## config.mk

```make
export PLATFORM = sky130hd
export DESIGN_NAME = dpq_merge_flat
export DESIGN_NICKNAME = d
export VERILOG_FILES = /design/src/rtl/assert_macros.svh /design/src/rtl/dpq_pkg.sv /design/src/rtl/dpq_out_if.sv /design/src/rtl/dpq_merge.sv /design/src/flat_wrapper.sv
export SDC_FILE = /design/constraint.sdc
export NUM_CORES = 1
export LEC_CHECK = 0
export BUFFER_PORTS_ARGS = -buffer_cell sky130_fd_sc_hd__buf_2
export CORE_ASPECT_RATIO = 1.4
export CORE_MARGIN = 1.5
export CORE_UTILIZATION = 30
export CTS_BUF_LIST = sky130_fd_sc_hd__clkbuf_8
export CTS_CLUSTER_SIZE = 16
export DETAILED_ROUTE_END_ITERATION = 8
export PLACE_DENSITY = 0.5
export REMOVE_ABC_BUFFERS = 1
export SYNTH_ARGS = -nofsm -noshare
export SYNTH_HDL_FRONTEND = slang
export SYNTH_SLANG_ARGS = --single-unit
```

## constraint.sdc

```tcl
create_clock -name clk -period 2.45 [get_ports clk]
set_input_delay 0.1225 -clock clk [delete_from_list [all_inputs] [get_ports clk]]
set_output_delay 0.1225 -clock clk [all_outputs]
set_load 0.02 [all_outputs]
```

## src/rtl/assert_macros.svh

```systemverilog
// ----------------------------------------------------------------------------
// Assertion macros
// Short forms for concurrent assertions on clk with asynchronous reset arst_n.
// ----------------------------------------------------------------------------
`ifndef ASSERT_MACROS_SVH
`define ASSERT_MACROS_SVH

// The property must hold at every clock edge outside reset.
`define DPQ_ASSERT(lbl, prop, msg) \
	lbl: assert property (@(posedge clk) disable iff (!arst_n) prop) else $error(msg);

// The condition must never be true at a clock edge outside reset.
`define DPQ_ASSERT_NEVER(lbl, cond, msg) \
	lbl: assert property (@(posedge clk) disable iff (!arst_n) !(cond)) else $error(msg);

`endif

```

## src/rtl/dpq_pkg.sv

```systemverilog
// ----------------------------------------------------------------------------
// Dot product package
// Widths, codes, types and helpers shared by the packed dot product block.
// ----------------------------------------------------------------------------
`timescale 1ns / 1ps

package dpq_pkg;

	// Sizes of the query store and the document stream.
	localparam int MAX_DOC_BYTES = 4096;
	localparam int NUM_LANES     = 4;
	localparam int QUERY_DEPTH   = NUM_LANES * MAX_DOC_BYTES;
	localparam int LEN_W         = $clog2(MAX_DOC_BYTES) + 1;
	localparam int POS_W         = $clog2(MAX_DOC_BYTES);
	localparam int ADDR_W        = 14;
	localparam int QV_W          = 4;
	localparam int DV_W          = 2;
	localparam int DOC_W         = NUM_LANES * DV_W;
	localparam int PROD_W        = QV_W + DV_W;
	localparam int PSUM_W        = PROD_W + $clog2(NUM_LANES);
	localparam int SCORE_W       = 20;
	localparam int CNT_W         = 16;
	localparam int RESET_LEN     = 16;

	// Request kinds.
	localparam logic KIND_QUERY = 1'b0;
	localparam logic KIND_DOC   = 1'b1;

	// Control that travels with a document byte down the pipeline.
	typedef struct packed {
		logic vld;
		logic last;
	} ctl_t;

	typedef logic [NUM_LANES-1:0][PROD_W-1:0] prod_vec_t;

	// Clamp a programmed length into 1..MAX_DOC_BYTES.
	function automatic logic [LEN_W-1:0] eff_len(input logic [LEN_W-1:0] v);
		logic [LEN_W-1:0] r;
		if (v == '0) begin
			r = LEN_W'(1);
		end else if (v > LEN_W'(MAX_DOC_BYTES)) begin
			r = LEN_W'(MAX_DOC_BYTES);
		end else begin
			r = v;
		end
		return r;
	endfunction

endpackage

```

## src/rtl/dpq_out_if.sv

```systemverilog
// ----------------------------------------------------------------------------
// Result channel
// Valid/ready channel carrying one score per document.
// ----------------------------------------------------------------------------
`timescale 1ns / 1ps

interface dpq_out_if;
	logic        valid;
	logic        ready;
	logic [19:0] score;
	logic [15:0] doc_number;

	modport source (output valid, score, doc_number, input ready);
	modport sink (input valid, score, doc_number, output ready);
endinterface

```

## src/rtl/dpq_merge.sv

```systemverilog
// ----------------------------------------------------------------------------
// Dot product merge
// Adds the lane products into the running sum and emits the score with
// the document number at the end of each document.
// ----------------------------------------------------------------------------
`timescale 1ns / 1ps

module dpq_merge
	import dpq_pkg::*;
(
	input  logic          clk,
	input  logic          arst_n,
	input  logic          clr,
	input  ctl_t          ctl_s2,
	input  prod_vec_t     prod_s2,
	output logic          retire,
	dpq_out_if.source     result
);

	logic                 out_v_q;
	logic [SCORE_W-1:0]   acc_q;
	logic [CNT_W-1:0]     cnt_q;
	logic [SCORE_W-1:0]   score_q;
	logic [CNT_W-1:0]     docnum_q;
	logic [PSUM_W-1:0]    psum;
	logic [SCORE_W-1:0]   acc_next;
	logic                 out_free;

	// Sum of the four lane products and the updated running sum.
	always_comb begin
		psum = '0;
		for (int e = 0; e < NUM_LANES; e++) begin
			psum = psum + PSUM_W'(prod_s2[e]);
		end
		acc_next = acc_q + SCORE_W'(psum);
	end

	// A byte that ends a document needs room in the output register.
	assign out_free = !out_v_q || result.ready;
	assign retire   = ctl_s2.vld && (!ctl_s2.last || out_free);

	// Running sum, document counter and output valid.
	always_ff @(posedge clk or negedge arst_n) begin
		if (!arst_n) begin
			out_v_q <= 1'b0;
			acc_q   <= '0;
			cnt_q   <= '0;
		end else begin
			if (clr) begin
				acc_q <= '0;
			end else if (retire) begin
				acc_q <= ctl_s2.last ? '0 : acc_next;
			end
			if (retire && ctl_s2.last) begin
				out_v_q <= 1'b1;
				cnt_q   <= cnt_q + CNT_W'(1);
			end else if (result.ready) begin
				out_v_q <= 1'b0;
			end
		end
	end

	// Result payload.
	always_ff @(posedge clk) begin
		if (retire && ctl_s2.last) begin
			score_q  <= acc_next;
			docnum_q <= cnt_q;
		end
	end

	assign result.valid      = out_v_q;
	assign result.score      = score_q;
	assign result.doc_number = docnum_q;

endmodule

```

## src/flat_wrapper.sv

```systemverilog
// flat-port wrapper written by rule: the top's interface ports become plain ports
module dpq_merge_flat import dpq_pkg::*;
  (clk, arst_n, clr, ctl_s2, prod_s2, retire, result_valid, result_score, result_doc_number, result_ready);
  dpq_out_if result_i ();
  input  logic clk;
  input  logic arst_n;
  input  logic clr;
  input  ctl_t ctl_s2;
  input  prod_vec_t prod_s2;
  output logic retire;
  output wire logic [$bits(result_i.valid)-1:0] result_valid;
  output wire logic [$bits(result_i.score)-1:0] result_score;
  output wire logic [$bits(result_i.doc_number)-1:0] result_doc_number;
  input wire logic [$bits(result_i.ready)-1:0] result_ready;
  assign result_valid = result_i.valid;
  assign result_score = result_i.score;
  assign result_doc_number = result_i.doc_number;
  assign result_i.ready = result_ready;
  dpq_merge u_core (.clk(clk), .arst_n(arst_n), .clr(clr), .ctl_s2(ctl_s2), .prod_s2(prod_s2), .retire(retire), .result(result_i));
endmodule
```

==> flow_metrics.env <==
export IMPL_min_to="u_core.result.valid"
export IMPL_syn_area_sq_um=3850
export IMPL_holdCritPathClass="primary input to flop"
export IMPL_die_w_um=98.8
export IMPL_dpl_instance_area_sq_um=4530
export IMPL_critPathBufInv=5
export IMPL_die_area_sq_um=13500
export IMPL_async_reset_ff_frac=0.507
export IMPL_dr_pass1_iters=8
export IMPL_yosysSeqAreaShare=0.521
export IMPL_syn_avg_cell_area_sq_um=11.5
export IMPL_root_buffer="clkbuf_8"
export IMPL_routed_wl_met3_um=287
export IMPL_path_clk_slew_ns=0.08
export IMPL_gr_total_overflow=0
export IMPL_finalSetupViolations=36
export IMPL_synth_flop_cell="dfrtp_1"
export IMPL_finalMaxSlewViolations=0
export IMPL_r2r_setup_slack_ns=0.16
export IMPL_crit_required_ns=2.54
export IMPL_drc=8
export IMPL_coreArea_sq_um=12400
export IMPL_crit_fanout=5
export IMPL_ff_latch_area_sq_um=2010
export IMPL_tightest_slew_ns=0.878
export IMPL_rsz0062_at_grt="true"
export IMPL_fin_crit_ns=3.66
export IMPL_crit_path_max_incr_delay_ns=0.52
export IMPL_hold_viol=0
export IMPL_grt_pass1_wl_mm=13.0
export IMPL_grt_pass1_vias=2901
export IMPL_synth_largest_area_cell="edfxtp_1"
export IMPL_cts_inserted_buffers=9
export IMPL_cts_tree="yes"
export IMPL_layout_common_cells="65 x buf_2, 37 x dfrtp_1, 36 x edfxtp_1"
export IMPL_layout_drive_gt1_share=0.407
export IMPL_hpwl_mm=5.40
export IMPL_worst_r2r_startpoint="u_core.acc_q[0]"
export IMPL_fmax_ghz=0.274
export IMPL_outcome="finished with violations"
export IMPL_failed_checks="design-rule violations, negative setup slack"
export IMPL_drt_vias_per_instance=4.65
export IMPL_htreeDepth=3
export IMPL_netlist_instances=334
export IMPL_cts_path_max_buffers=2
export IMPL_dp_slack_ns=-1.85
export IMPL_powerDensity_nw_per_um2=887
export IMPL_initial_utilization=0.310
export IMPL_areaGrowthSynthToFinish_pct=38.8
export IMPL_row_count=48
export IMPL_multiInputGateArea_sq_um=2030
export IMPL_yosys_cell_types_count=44
export IMPL_grt_max_degree=38
export IMPL_crit_slowest_cell="fa_1"
export IMPL_place_gp_congestion=0.748
export IMPL_startpoint_type="primary input"
export IMPL_antenna_found_initial=0
export IMPL_end_kind="flop"
export IMPL_die_h_um=137
export IMPL_fin_ws_ns=-1.21
export IMPL_fillers=1166
export IMPL_cp_top_family="adder cells"
export IMPL_reg2reg_to="u_core.result.score[18]"
export IMPL_wl_met2_mm=4.31
export IMPL_peakVddDrop_mv=0.337
export IMPL_vias=2831
export IMPL_drt_iter0_drc=156
export IMPL_antenna_cells=0
export IMPL_final_common_cell="buf_2"
export IMPL_crit_arrival_ns=3.74
export IMPL_port_buffers=67
export IMPL_power_total_mw=4.75
export IMPL_ios=68
export IMPL_reg2reg_depth=10
export IMPL_skew_ns=0.0109
export IMPL_synth_seq_cells=73
export IMPL_synthTopCellsByArea="edfxtp_1 28%, dfrtp_1 24%, ha_1 7.1%"
export IMPL_critPathKind="primary input to flop"
export IMPL_wl_met1_mm=3.24
export IMPL_place_inst=570
export IMPL_hold_path_depth=3
export IMPL_p_leak_nw=2.44
export IMPL_clk_latency_ns=0.35
export IMPL_grtUsageTotal=0.122
export IMPL_wl_mm=7.96
export IMPL_maxCapViolations=0
export IMPL_hp_start="ctl_s2[0]"
export IMPL_clock_sinks=73
export IMPL_wire_per_inst_um=13.1
export IMPL_finalNetCount=515
export IMPL_ys_warn_count=0
export IMPL_highest_signal_layer="met4"
export IMPL_relSlewSlack=0.414
export IMPL_timing_final_crit_share=1.49
export IMPL_synth_top_cell_area_share=0.281
export IMPL_path_cells="buf_6 > ha_4 > fa_2 > a21o_1 > a21oi_2 > xor2_1 > fa_1 > inv_2 > ha_4 > inv_2 > o21bai_1 > a21oi_2 > xnor2_2 > ha_1 > and2_4 > o311ai_1 > a21oi_1 > buf_4 > nand4_1 > buf_4 > xnor2_1"
export IMPL_postRouteAntennaNets=0
export IMPL_layoutNonFillerInstCount=609
export IMPL_synth_edf_count=36
export IMPL_stdcell_area_sq_um=5350
==> layer usage <==
metal	global-route usage	up-vias
li1	-	1393
met1	0.129	1364
met2	0.228	65
met3	0.0245	9
met4	0.0603	0
met5	0	-
==> layout make-up <==
type                            count  share of cell area
Clock buffer                       10              0.0257
Clock inverter                      6              0.0110
Inverter                           37              0.0260
Multi-Input combinational cell    217               0.380
Sequential cell                    73               0.375
Tap cell                          150              0.0351
Timing Repair Buffer              116               0.147
==> logic make-up (layout without fill, tap and decap cells) <==
family                     after synthesis  after routing  share of synthesized area
buffers and inverters                   45            169                     0.0510
xor gates and xnor gates                40             40                     0.0909
DFF                                     73             73                      0.521
adders and majority gates               31             31                      0.118
and+or+nand+nor                         78             78                      0.106
muxes                                    1              1                    0.00292
AOI/OAI and AO/OA                       66             67                      0.110
==> worst max path at each step <==
stage | from | end | slack (ns) | cells after the start
final | prod_s2[0] | u_core.result.score[18] | -1.21 | 21
after global routing | prod_s2[0] | u_core.result.score[18] | -1.35 | 21
after global placement | prod_s2[0] | u_core.acc_q[19] | -1.81 | 20
after detailed placement | prod_s2[0] | u_core.result.score[19] | -1.85 | 19
after CTS | prod_s2[0] | u_core.result.score[18] | -1.14 | 20
after floorplan | prod_s2[0] | u_core.acc_q[18] | -1.73 | 19
==> synthesized netlist by cell type (4+ instances only) <==
cell / instances
nor2_1: 14
a21o_1: 7
edfxtp_1: 36
xor2_1: 14
fa_1: 9
nand2_1: 19
and2_1: 4
nand3_1: 8
ha_1: 22
inv_1: 37
o21ai_0: 17
or3_1: 4
xnor2_1: 26
nand4_1: 5
a21oi_1: 16
dfrtp_1: 37
nor2b_1: 5
and3_1: 7
a22o_1: 7
==> what timing repair did <==
| item | in CTS | in global routing |
|---|---|---|
| setup buffers | 18 | 8 |
| setup endpoints to repair | 36 | 36 |
| gates resized for setup | 72 | 31 |
| gates cloned | 1 | 0 |
| pin swaps | 42 | 36 |
| hold endpoints to repair | 37 | 0 |
| hold buffers | 1 | 0 |
==> registers in the layout (all words and copies together), names as in the netlist <==
| signal | flops |
|---|---|
| u_core.result.doc_number | 16 |
| u_core.acc_q | 20 |
| u_core.result.valid | 1 |
| u_core.result.score | 20 |
| u_core.cnt_q | 16 |
==> through the flow <==
stage	utilization	hold slack [ns]	TNS, ns
2_1_floorplan	-	-0.173	-44.04
3_3_place_gp	0.364	0.306	-54.53
3_5_place_dp	0.364	0.302	-56.07
4_1_cts	0.415	0.0552	-32.86
5_1_grt	0.430	0.0958	-38.95
6_report	0.430	0.0821	-34.46
==> tightest hold or removal path: cells and delay by family <==
| kind | cells | cell delay [ns] |
|---|---|---|
| buffers and inverters | 1 | 0.10 |
| AND/OR/NAND/NOR | 2 | 0.18 |
==> power breakdown <==
part	internal [mW]	switching, mW
combinational	1.23	1.02
clock	0.490	0.435
sequential	1.48	0.0981
No activity file was read; power rests on OpenSTA's default activity.
